===== config.mk =====
export PLATFORM = sky130hd
export DESIGN_NAME = base64_stream_decoder
export DESIGN_NICKNAME = d
export VERILOG_FILES = /design/src/rtl/b64d_pkg.sv /design/src/rtl/b64d_front.sv /design/src/rtl/b64d_queue.sv /design/src/rtl/b64d_back.sv /design/src/rtl/base64_stream_decoder.sv
export SDC_FILE = /design/constraint.sdc
export NUM_CORES = 1
export LEC_CHECK = 0
export BUFFER_PORTS_ARGS = -buffer_cell sky130_fd_sc_hd__buf_2
export CORE_MARGIN = 10
export CORE_UTILIZATION = 60
export DETAILED_ROUTE_END_ITERATION = 6
export PLACE_DENSITY = 0.78
export SYNTH_ARGS = -nofsm -noshare
export SYNTH_HDL_FRONTEND = slang
export SYNTH_HIERARCHICAL = 1
export SYNTH_SLANG_ARGS = --single-unit

===== constraint.sdc =====
create_clock -name clk -period 10.61 [get_ports clk]
set_clock_uncertainty 0.1 [all_clocks]
set_input_delay 1.5915 -clock clk [delete_from_list [all_inputs] [get_ports clk]]
set_output_delay 1.5915 -clock clk [all_outputs]
set_load 0.03 [all_outputs]

===== src/rtl/b64d_pkg.sv =====
// ----------------------------------------------------------------------------
// b64d_pkg: shared types and constants of the base64 stream decoder
// Holds the character map, the status codes and the job format that the
// front part hands to the back part through the job queue.
// ----------------------------------------------------------------------------
package b64d_pkg;

  // Character classes beyond the 64 sextet values
  localparam logic [6:0] CODE_SKIP = 7'd64;
  localparam logic [6:0] CODE_PAD  = 7'd65;
  localparam logic [6:0] CODE_BAD  = 7'd66;

  // Status codes reported on the final beat
  localparam logic [1:0] ST_OK       = 2'd0;
  localparam logic [1:0] ST_INVALID  = 2'd1;
  localparam logic [1:0] ST_OVERFLOW = 2'd2;

  localparam int unsigned CAP_W   = 16;
  localparam logic [CAP_W-1:0] CAP_RESET = 16'hFFFF;

  // One job: up to three data bytes, then optionally the status beat.
  // data holds the first byte in bits [23:16].
  typedef struct packed {
    logic [23:0]      data;
    logic [1:0]       nbytes;
    logic             fin;
    logic [1:0]       status;
    logic [CAP_W-1:0] count;
  } job_t;

  // Map one text byte onto its sextet value or a character class
  function automatic logic [6:0] map_char(input logic [7:0] c);
    logic [6:0] code;
    code = CODE_BAD;
    if (c >= 8'h41 && c <= 8'h5A) begin
      code = 7'(c - 8'h41);
    end else if (c >= 8'h61 && c <= 8'h7A) begin
      code = 7'(c - 8'h61 + 8'd26);
    end else if (c >= 8'h30 && c <= 8'h39) begin
      code = 7'(c - 8'h30 + 8'd52);
    end else if (c == 8'h2B) begin
      code = 7'd62;
    end else if (c == 8'h2F) begin
      code = 7'd63;
    end else if (c == 8'h0A) begin
      code = CODE_SKIP;
    end else if (c == 8'h3D) begin
      code = CODE_PAD;
    end
    return code;
  endfunction

endpackage


===== src/rtl/b64d_front.sv =====
// ----------------------------------------------------------------------------
// b64d_front: character classification and group assembly
// Accepts one character per beat, collects sextets, checks the byte budget
// against the capacity register and posts one job per beat that yields beats.
// ----------------------------------------------------------------------------
module b64d_front (
  input  logic                         clk,
  input  logic                         rst,
  input  logic                         cfg_we,
  input  logic [b64d_pkg::CAP_W-1:0]   cfg_wdata,
  input  logic                         in_valid,
  input  logic [7:0]                   in_char,
  input  logic                         in_last,
  input  logic                         in_ready,
  output logic                         push,
  output b64d_pkg::job_t               job
);

  logic [17:0]                 sbuf;
  logic [1:0]                  scnt;
  logic [b64d_pkg::CAP_W-1:0]  bytes_out;
  logic                        pad_seen;
  logic [1:0]                  err;
  logic [b64d_pkg::CAP_W-1:0]  capacity;

  logic [17:0]                 sbuf_next;
  logic [1:0]                  scnt_next;
  logic [b64d_pkg::CAP_W-1:0]  bytes_out_next;
  logic                        pad_seen_next;
  logic [1:0]                  err_next;

  logic                        accept;
  logic [6:0]                  code;
  logic                        active;
  logic                        is_sext;
  logic                        grp;
  logic [1:0]                  need;
  logic [b64d_pkg::CAP_W:0]    total;
  logic                        over;

  assign accept = in_valid && in_ready;

  // Classify the character and work out the beat's job
  always_comb begin
    code    = b64d_pkg::map_char(in_char);
    active  = (err == b64d_pkg::ST_OK) && !pad_seen;
    is_sext = active && (code < b64d_pkg::CODE_SKIP);
    grp     = is_sext && (scnt == 2'd3);

    sbuf_next     = sbuf;
    scnt_next     = scnt;
    pad_seen_next = pad_seen;
    err_next      = err;

    if (grp) begin
      sbuf_next = '0;
      scnt_next = 2'd0;
    end else if (is_sext) begin
      sbuf_next = {sbuf[11:0], code[5:0]};
      scnt_next = scnt + 2'd1;
    end
    if (active && code == b64d_pkg::CODE_BAD) begin
      err_next = b64d_pkg::ST_INVALID;
    end
    if (active && code == b64d_pkg::CODE_PAD) begin
      pad_seen_next = 1'b1;
    end

    // Bytes asked for: a full group, or a flush on the last character
    need = 2'd0;
    if (grp) begin
      need = 2'd3;
    end else if (in_last && err_next == b64d_pkg::ST_OK) begin
      if (scnt_next == 2'd3) begin
        need = 2'd2;
      end else if (scnt_next == 2'd2) begin
        need = 2'd1;
      end
    end

    total = {1'b0, bytes_out} + (b64d_pkg::CAP_W+1)'(need);
    over  = (need != 2'd0) && (total > {1'b0, capacity});

    bytes_out_next = bytes_out;
    if (over) begin
      err_next = b64d_pkg::ST_OVERFLOW;
    end else if (need != 2'd0) begin
      bytes_out_next = total[b64d_pkg::CAP_W-1:0];
    end

    // Assemble the job
    if (grp) begin
      job.data = {sbuf, code[5:0]};
    end else if (scnt_next == 2'd3) begin
      job.data = {sbuf_next[17:10], sbuf_next[9:2], 8'h00};
    end else begin
      job.data = {sbuf_next[11:4], 16'h0000};
    end
    job.nbytes = over ? 2'd0 : need;
    job.fin    = in_last;
    job.status = err_next;
    job.count  = bytes_out_next;

    push = accept && ((job.nbytes != 2'd0) || in_last);
  end

  // Capacity register
  always_ff @(posedge clk) begin
    if (rst) begin
      capacity <= b64d_pkg::CAP_RESET;
    end else if (cfg_we) begin
      capacity <= cfg_wdata;
    end
  end

  // Advance message state; clear it after the last character
  always_ff @(posedge clk) begin
    if (rst) begin
      sbuf      <= '0;
      scnt      <= 2'd0;
      bytes_out <= '0;
      pad_seen  <= 1'b0;
      err       <= b64d_pkg::ST_OK;
    end else if (accept) begin
      if (in_last) begin
        sbuf      <= '0;
        scnt      <= 2'd0;
        bytes_out <= '0;
        pad_seen  <= 1'b0;
        err       <= b64d_pkg::ST_OK;
      end else begin
        sbuf      <= sbuf_next;
        scnt      <= scnt_next;
        bytes_out <= bytes_out_next;
        pad_seen  <= pad_seen_next;
        err       <= err_next;
      end
    end
  end

endmodule


===== src/rtl/b64d_queue.sv =====
// ----------------------------------------------------------------------------
// b64d_queue: job queue between front and back
// Small register FIFO; push is refused by the front while full.
// ----------------------------------------------------------------------------
module b64d_queue #(
  parameter int unsigned DEPTH = 4
) (
  input  logic           clk,
  input  logic           rst,
  input  logic           push,
  input  b64d_pkg::job_t push_job,
  input  logic           pop,
  output logic           full,
  output logic           head_valid,
  output b64d_pkg::job_t head_job
);

  localparam int unsigned AW = (DEPTH > 1) ? $clog2(DEPTH) : 1;
  localparam int unsigned CW = $clog2(DEPTH + 1);
  localparam logic [AW-1:0] LAST_IDX = AW'(DEPTH - 1);
  localparam logic [CW-1:0] DEPTH_C  = CW'(DEPTH);

  b64d_pkg::job_t  slots [DEPTH];
  logic [AW-1:0]   wr_ptr;
  logic [AW-1:0]   rd_ptr;
  logic [CW-1:0]   fill;

  assign full       = (fill == DEPTH_C);
  assign head_valid = (fill != '0);
  assign head_job   = slots[rd_ptr];

  // Store pushed jobs
  always_ff @(posedge clk) begin
    if (push) begin
      slots[wr_ptr] <= push_job;
    end
  end

  // Advance pointers and fill level
  always_ff @(posedge clk) begin
    if (rst) begin
      wr_ptr <= '0;
      rd_ptr <= '0;
      fill   <= '0;
    end else begin
      if (push) begin
        wr_ptr <= (wr_ptr == LAST_IDX) ? '0 : wr_ptr + AW'(1);
      end
      if (pop) begin
        rd_ptr <= (rd_ptr == LAST_IDX) ? '0 : rd_ptr + AW'(1);
      end
      if (push && !pop) begin
        fill <= fill + CW'(1);
      end else if (pop && !push) begin
        fill <= fill - CW'(1);
      end
    end
  end

endmodule


===== src/rtl/b64d_back.sv =====
// ----------------------------------------------------------------------------
// b64d_back: beat sequencer and output register
// Walks the head job one beat per cycle while the output is free: its data bytes, then the status beat if final.
// ----------------------------------------------------------------------------
module b64d_back (
  input  logic                        clk,
  input  logic                        rst,
  input  logic                        head_valid,
  input  b64d_pkg::job_t              head_job,
  output logic                        pop,
  input  logic                        out_ready,
  output logic                        out_valid,
  output logic [7:0]                  out_byte,
  output logic                        out_final,
  output logic [1:0]                  out_status,
  output logic [b64d_pkg::CAP_W-1:0]  out_count
);

  logic [1:0] idx;
  logic       load;
  logic       emit_byte;
  logic [7:0] sel_byte;

  assign load      = head_valid && (!out_valid || out_ready);
  assign emit_byte = (idx < head_job.nbytes);

  always_comb begin
    unique case (idx)
      2'd0:    sel_byte = head_job.data[23:16];
      2'd1:    sel_byte = head_job.data[15:8];
      default: sel_byte = head_job.data[7:0];
    endcase
    pop = load && (!emit_byte || ((idx == head_job.nbytes - 2'd1) && !head_job.fin));
  end

  // Step through the head job
  always_ff @(posedge clk) begin
    if (rst) begin
      idx <= 2'd0;
    end else if (load) begin
      idx <= pop ? 2'd0 : idx + 2'd1;
    end
  end

  // Output register
  always_ff @(posedge clk) begin
    if (rst) begin
      out_valid <= 1'b0;
    end else if (load) begin
      out_valid <= 1'b1;
    end else if (out_ready) begin
      out_valid <= 1'b0;
    end
  end

  always_ff @(posedge clk) begin
    if (load) begin
      if (emit_byte) begin
        out_byte   <= sel_byte;
        out_final  <= 1'b0;
        out_status <= b64d_pkg::ST_OK;
        out_count  <= '0;
      end else begin
        out_byte   <= 8'h00;
        out_final  <= 1'b1;
        out_status <= head_job.status;
        out_count  <= head_job.count;
      end
    end
  end

endmodule


===== src/rtl/base64_stream_decoder.sv =====
// ----------------------------------------------------------------------------
// base64_stream_decoder: streaming base64 decoder, standard alphabet
// Path: an accepted character's job is written into the job queue register,
//   then its first output beat is written into the output register.
// Throughput: one character per cycle while the job queue has room; the
//   output side sends one beat per cycle while m_axis_tready is high, so a full group costs 3 beats.
// Reset: clears the message state and the job queue, capacity goes to 65535.
// ----------------------------------------------------------------------------
module base64_stream_decoder #(
  parameter int unsigned QUEUE_DEPTH = 4
) (
  input  logic        clk,
  input  logic        rst,
  // configuration: out_capacity
  input  logic        cfg_we,
  input  logic [15:0] cfg_wdata,
  // character stream
  input  logic        s_axis_tvalid,
  output logic        s_axis_tready,
  input  logic [7:0]  s_axis_tdata,   // [7:0] in_char
  input  logic        s_axis_tlast,   // is_last
  // decoded stream
  output logic        m_axis_tvalid,
  input  logic        m_axis_tready,
  output logic [31:0] m_axis_tdata,   // [7:0] out_byte, [9:8] status, [25:10] byte_count
  output logic        m_axis_tlast    // is_final
);

  logic           q_push;
  b64d_pkg::job_t q_in;
  logic           q_pop;
  logic           q_full;
  logic           q_head_valid;
  b64d_pkg::job_t q_head;

  logic [7:0]                  out_byte;
  logic [1:0]                  out_status;
  logic [b64d_pkg::CAP_W-1:0]  out_count;

  assign s_axis_tready = !q_full;

  b64d_front u_front (
    .clk       (clk),
    .rst       (rst),
    .cfg_we    (cfg_we),
    .cfg_wdata (cfg_wdata),
    .in_valid  (s_axis_tvalid),
    .in_char   (s_axis_tdata),
    .in_last   (s_axis_tlast),
    .in_ready  (s_axis_tready),
    .push      (q_push),
    .job       (q_in)
  );

  b64d_queue #(
    .DEPTH (QUEUE_DEPTH)
  ) u_queue (
    .clk        (clk),
    .rst        (rst),
    .push       (q_push),
    .push_job   (q_in),
    .pop        (q_pop),
    .full       (q_full),
    .head_valid (q_head_valid),
    .head_job   (q_head)
  );

  b64d_back u_back (
    .clk        (clk),
    .rst        (rst),
    .head_valid (q_head_valid),
    .head_job   (q_head),
    .pop        (q_pop),
    .out_ready  (m_axis_tready),
    .out_valid  (m_axis_tvalid),
    .out_byte   (out_byte),
    .out_final  (m_axis_tlast),
    .out_status (out_status),
    .out_count  (out_count)
  );

  // Pack the output beat
  assign m_axis_tdata = {6'b000000, out_count, out_status, out_byte};

  // Never push into a full queue
  a_no_push_full: assert property (@(posedge clk) disable iff (rst)
    q_push |-> !q_full)
    else $error("job pushed into full queue");

  // Never pop an empty queue
  a_no_pop_empty: assert property (@(posedge clk) disable iff (rst)
    q_pop |-> q_head_valid)
    else $error("job popped from empty queue");

  // Data beats carry no status and no count
  a_data_beat_clean: assert property (@(posedge clk) disable iff (rst)
    (m_axis_tvalid && !m_axis_tlast) |-> (m_axis_tdata[25:8] == 18'd0))
    else $error("data beat with status or count set");

  // A status beat never carries a data byte or an unknown status
  a_final_beat: assert property (@(posedge clk) disable iff (rst)
    (m_axis_tvalid && m_axis_tlast) |->
      (m_axis_tdata[7:0] == 8'd0 && m_axis_tdata[9:8] != 2'd3))
    else $error("malformed status beat");

endmodule

==> results.txt, run 1 <==
Status: completed
Clk Latency, worst-skew pair: 0.52 ns
Post-CTS Resized: 0
Period utilization: 86.6%
CP endpoint: u_queue/fill[2]$_SDFFE_PP0P_
Iteration-0 DRC Markers: 958
Setup_tns: 0 ns
Setup bufs post-CTS: 0
All-Layer GR Usage: 18.9%
Ys async rst share: 0%
Register Area: 7560 sq um
Slew Viols, Final: 0
Post-synthesis cell count: 931
Vias post-DR: 7713
Top-count cell post-synth: edfxtp_1
Layout cells sized above 1: 16.8%
CTS Hold Buffers Added: 0
Largest net degree at the start of global routing: 46
CP max FO: 16
Layout net count: 1048
DRT Pass-1 Iters: 6
Crit path kind: input pin to register
Worst slack, placed: 1.10 ns
Routability cong.: 0.902
Core Area: 20400 sq um
P&R area growth vs syn: 10.0%
Synth cell count leaders: edfxtp_1 (207), dfxtp_1 (67), nor2_1 (66), nand2_1 (54), inv_1 (49)
Final core area utilization: 67.5%
Full die area: 27000 sq um
Max cap viols: 0
Reg2Reg Setup Slack: 3.22 ns
Netlist cell types: 79
PortBufs: 58
Worst path max stage delay: 0.51 ns
N_diodes: 0
CTS sink cnt: 274
Pwr Density: 212 nW/um^2
Arrival @ worst endpoint: 9.54 ns
Core Rows: 52
Vias per cell: 6.08
Post-route ant nets: 0
Initial Utilization: 61.3%
Die height: 164 microns
Hold Path Class: register to register
Slew margin rel.: 24.9%
Clock-pin slew on the worst setup and hold paths: 0.06 ns
Worst Setup Start Kind: input pin
Clk buf depth: 3
PnR Total Power: 2.92 mW
Slew at the pin closest to its max-slew limit: 1.12 ns
CP startpoint: s_axis_tdata[2]
Hold Worst Slack: 0.388 ns
FMAX: 109 MHz
Main area contributors after synthesis: edfxtp_1 (50%), dfxtp_1 (11%), mux4_2 (7.2%)
RSZ-0062 raised after global routing: false
Die X: 164 microns
Post-synthesis sequential area ratio: 60.5%
FILL cells: 1411
Design Area, Final: 13700 sq um
CTS tree: built
First-pass GRT wire length: 40900 microns
Post-Syn Area: 12500 sq um
Setup crit end kind: register
Top-area cell type share of the netlist area: 49.8%
Max rail drop VDD: 119 uV
CP max-delay cell: nor3_1
Synth Flop Type: edfxtp_1
Final hold violations: 0
Post-route DRC: 0
Initial antenna violation count: 0
Lkg Pwr: 4.98 nW
Required time of the critical path: 10.96 ns
Placed cells: 1220
Syn Area/Cell: 13.4 sq um
Yosys warnings: 6
DPL Wire Length: 16800 microns
Area of the multi-input gates: 4430 sq um
# IOs: 65
DR WL/cell: 20.1 microns
Vias in the first global route: 7552
Routed wire length: 25500 microns
Reg-to-reg startpoint: u_front/err[1]$_SDFFE_PP0P_
Area after DPL: 12900 sq um
R2r endpoint: u_queue/fill[2]$_SDFFE_PP0P_
CTS Buf Count: 27
CTS root buffer: clkbuf_16
Fin crit period: 9.19 ns
Yosys reg bits: 274
Setup WS post-layout: 1.42 ns
Layout Cells excl Fill: 1269
H-tree depth: 1
GRT Residual Overflow: 0
Leading area contributor after synthesis: edfxtp_1
Worst R2R Path Depth: 27
# setup viols final: 0
Post-synth EDFFs: 207
cells in the final DEF (no fill, tap or decap), types with 5 or more instances in the layout:
| master | n |
|---|---|
| nor3_1 | 19 |
| buf_4 | 13 |
| nand3_1 | 26 |
| and3_1 | 5 |
| clkbuf_16 | 28 |
| dfxtp_1 | 65 |
| ha_1 | 37 |
| mux4_1 | 5 |
| mux4_2 | 40 |
| a22o_1 | 13 |
| conb_1 | 6 |
| nor4_1 | 5 |
| a31oi_1 | 8 |
| a22oi_1 | 27 |
| o211ai_1 | 17 |
| nand4_1 | 5 |
| edfxtp_1 | 207 |
| mux2i_1 | 5 |
| nor2_1 | 66 |
| buf_2 | 58 |
| xnor2_1 | 19 |
| o21ai_0 | 12 |
| and2_1 | 22 |
| inv_1 | 49 |
| nand2_1 | 54 |
| o21ai_1 | 10 |
| clkbuf_1 | 9 |
| o22ai_1 | 11 |
| a21o_1 | 6 |
| nand2b_1 | 7 |
| nor2b_1 | 7 |
| xor2_1 | 15 |
| a21oi_1 | 34 |
cell type report:
cell class / count / area share, %
flip-flops and latches: 274 / 55.0
well taps: 270 / 2.46
multi-input cells: 555 / 32.2
clock inverters: 10 / 0.583
inverters: 50 / 1.37
repair buffers: 71 / 2.82
clock buffers: 39 / 5.54
report_power, final:
| part | total (mW) | switching (mW) | leakage [nW] | internal (mW) |
|---|---|---|---|---|
| clock network | 0.905 | 0.382 | 0.405 | 0.523 |
| registers | 1.31 | 0.0301 | 2.47 | 1.28 |
| logic | 0.700 | 0.439 | 2.11 | 0.261 |
registers in the layout, summed over array words and instances (netlist names), 2 cells and up, named ones only:
name / cells
u_queue/fill: 3
u_front/capacity: 16
u_queue/wr_ptr: 2
u_queue/rd_ptr: 2
u_back/idx: 2
u_back/out_byte: 8
u_front/sbuf: 18
u_front/bytes_out: 16
u_queue/slots: 180
u_back/out_status: 2
u_front/scnt: 2
u_back/out_count: 16
u_front/err: 2
per-layer routing:
layer	vias to the layer above	share of wire, %	wire length [microns]	global-route usage (%)
li1	3612	-	-	-
met1	3771	44	11300	27.1
met2	294	46	11800	29.6
met3	36	7.9	2010	3.38
met4	0	1.5	371	4.22
met5	-	0	0	0
worst min-delay path by stage:
stage,from,endpoint,slack [ns],cells past startpoint
3_5_place_dp,u_front/bytes_out[0]$_SDFFE_PP0P_,u_front/bytes_out[0]$_SDFFE_PP0P_,0.37,2
4_1_cts,u_front/bytes_out[0]$_SDFFE_PP0P_,u_front/bytes_out[0]$_SDFFE_PP0P_,0.38,2
6_report,u_back/idx[0]$_SDFFE_PP0P_,u_back/idx[0]$_SDFFE_PP0P_,0.39,1
2_1_floorplan,u_front/bytes_out[0]$_SDFFE_PP0P_,u_front/bytes_out[0]$_SDFFE_PP0P_,0.34,2
3_3_place_gp,u_front/bytes_out[0]$_SDFFE_PP0P_,u_front/bytes_out[0]$_SDFFE_PP0P_,0.37,2
5_1_grt,u_back/idx[0]$_SDFFE_PP0P_,u_back/idx[0]$_SDFFE_PP0P_,0.39,1
kinds of logic after synthesis:
family,share of synthesized area (%)
compound gates,10.3
xor+xnor,2.56
fa+ha+maj,4.03
buf+inv,4.22
flops,60.5
mux,8.75
other cells,0.0300
simple gates,9.57
worst max-delay path: cells and delay by family:
family | cells | cell delay [ns]
AO/OA/AOI/OAI | 10 | 2.22
adder cells (fa/ha/maj) | 6 | 1.92
AND/OR/NAND/NOR | 11 | 2.89
XOR/XNOR | 2 | 0.36
buffers and inverters | 5 | 0.54
No activity file was read; power rests on OpenSTA's default activity.
==> inputs of run 2 (changes only) <==
--- a/config.mk
+++ b/config.mk
@@ -10,6 +10,7 @@
 export CORE_UTILIZATION = 60
 export DETAILED_ROUTE_END_ITERATION = 6
 export PLACE_DENSITY = 0.78
+export RECOVER_POWER = 50
 export SYNTH_ARGS = -nofsm -noshare
 export SYNTH_HDL_FRONTEND = slang
 export SYNTH_HIERARCHICAL = 1
==> run 2 against run 1 <==
  * The flow now finishes with violations (capacitance limit, slew limit)
  * Flip-flop and latch count unchanged
  * Sequential power about the same
  * Total power is 0.14% lower
  * Utilization down 0.34 points
  * Clock-buffer cell count did not move
  * Via count shrank 0.34%
  * Fmax shrank 2.3%
  * Die area unchanged
  * Global-route usage stayed put
  * Clock power about the same
  * Final cell count stayed put
  * Critical path depth down 2
  * Critical path type unchanged
  * Critical endpoint unchanged
  * Highest routed layer unchanged
==> results.txt, run 2 (synthesized netlist as in run 1, its figures left out) <==
Switch share: 29.3%
Layout Cells excl Fill: 1269
CTS sink cnt: 274
Failing checks: capacitance limit, slew limit
Period utilization: 88.7%
Required time of the critical path: 10.93 ns
Slew at the pin closest to its max-slew limit: 3.62 ns
Setup bufs post-CTS: 0
CTS root buffer: clkbuf_16
Die X: 164 microns
DR WL/cell: 20.2 microns
Clk pwr share: 31.1%
Clk Latency, worst-skew pair: 0.52 ns
Reg2Reg Setup Slack: 3.18 ns
Die height: 164 microns
All-Layer GR Usage: 18.9%
Vias post-DR: 7687
Largest register by flop count: u_queue/slots
Worst R2R Path Depth: 27
Max FFs per register: 180
Area after DPL: 12900 sq um
Clk buf depth: 3
Worst Setup Start Kind: input pin
CP max-delay cell: nor4b_2
First-pass GRT wire length: 40900 microns
# IOs: 65
N_diodes: 0
Setup crit end kind: register
Vias in the first global route: 7552
R2r endpoint: u_queue/fill[2]$_SDFFE_PP0P_
Layout net count: 1048
DPL Wire Length: 16800 microns
P&R area growth vs syn: 9.49%
Setup_tns: 0 ns
Design Area, Final: 13700 sq um
Sw power: 0.853 mW
Cell Int Power: 2.06 mW
Hold Path Class: register to register
Vias per cell: 6.06
DRT Pass-1 Iters: 6
Lkg Pwr: 4.86 nW
Top delay family on crit path: simple AND/OR/NAND/NOR gates
CTS tree: built
Post-CTS Resized: 0
Iteration-0 DRC Markers: 879
Clock-pin slew on the worst setup and hold paths: 0.06 ns
Biggest regs: u_queue/slots: 180 flops, u_front/sbuf: 18 flops
H-tree depth: 1
Hold Path Origin: u_back/idx[0]$_SDFFE_PP0P_
Initial Utilization: 61.3%
Full die area: 27000 sq um
Fin crit period: 9.41 ns
Status: finished, violations left
Reg-to-reg startpoint: u_front/err[0]$_SDFFE_PP0P_
Final hold violations: 0
Final core area utilization: 67.2%
CTS Buf Count: 27
Sequential share of power: 45.2%
Max rail drop VDD: 118 uV
Post-route DRC: 0
# setup viols final: 0
CTS Hold Buffers Added: 0
Post-route ant nets: 0
Slew margin rel.: -142%
Hold Worst Slack: 0.387 ns
PortBufs: 58
Largest net degree at the start of global routing: 46
Min-Delay Path Depth: 1
Commonest non-fill, non-tap cell in the layout: edfxtp_1
Pwr Density: 213 nW/um^2
Max cap viols: 3
FMAX: 106 MHz
GRT Residual Overflow: 0
RSZ-0062 raised after global routing: false
Initial antenna violation count: 0
CP max FO: 16
Crit path kind: input pin to register
Core Area: 20400 sq um
Commonest cells after routing, fill and taps aside: edfxtp_1 (207), dfxtp_1 (66), nor2_1 (66)
Layout cells sized above 1: 13.0%
CP bufs+invs: 4
Routed wire length: 25600 microns
Worst path max stage delay: 0.66 ns
Core Rows: 52
Placed cells: 1220
Slew Viols, Final: 115
Logic gate share of total power: 23.7%
Arrival @ worst endpoint: 9.73 ns
Hold path endpoint: u_back/idx[0]$_SDFFE_PP0P_
Routability cong.: 0.902
-- run 2: area by class of cell --
type | count | area (sq um)
flip-flops and latches | 274 | 7560
fillers | 1437 | 6690
multi-input cells | 555 | 4420
clock buffers | 39 | 762
well taps | 270 | 338
repair buffers | 71 | 332
inverters | 50 | 188
clock inverters | 10 | 80.1
-- run 2: worst max-delay path by stage --
stage                    startpoint                              to  cells past startpoint
finish              s_axis_tdata[2]    u_queue/fill[2]$_SDFFE_PP0P_                     32
global route        s_axis_tdata[1]    u_queue/fill[2]$_SDFFE_PP0P_                     34
CTS                 s_axis_tdata[1]    u_queue/fill[2]$_SDFFE_PP0P_                     32
detailed placement  s_axis_tdata[1]  u_queue/slots[2][40]$_DFFE_PP_                     28
global placement    s_axis_tdata[2]  u_queue/slots[2][40]$_DFFE_PP_                     30
floorplan           s_axis_tdata[3]   u_queue/slots[0][0]$_DFFE_PP_                     29
-- run 2: power by group through the flow --
stage,clock network [mW],logic (mW),registers (mW)
floorplan,0,0.446,1.45
global placement,0,0.696,1.33
detailed placement,0,0.703,1.33
CTS,0.920,0.708,1.31
global route,0.967,0.759,1.33
finish,0.905,0.691,1.32
-- run 2: metrics by stage --
stage / worst slack (ns) / total power, mW
after floorplan: 1.75 / 1.90
after detailed placement: 1.10 / 2.04
after CTS: 1.59 / 2.94
after global routing: 0.463 / 3.05
after global placement: 1.38 / 2.02
final: 1.20 / 2.91
-- run 2: layer usage --
| layer | track usage [%] | wire length (microns) | share of wire [%] |
|---|---|---|---|
| met4 | 4.22 | 344 | 1.3 |
| met3 | 3.38 | 2020 | 7.9 |
| met1 | 27.1 | 11300 | 44 |
| met2 | 29.6 | 11900 | 46 |
| met5 | 0 | 0 | 0 |
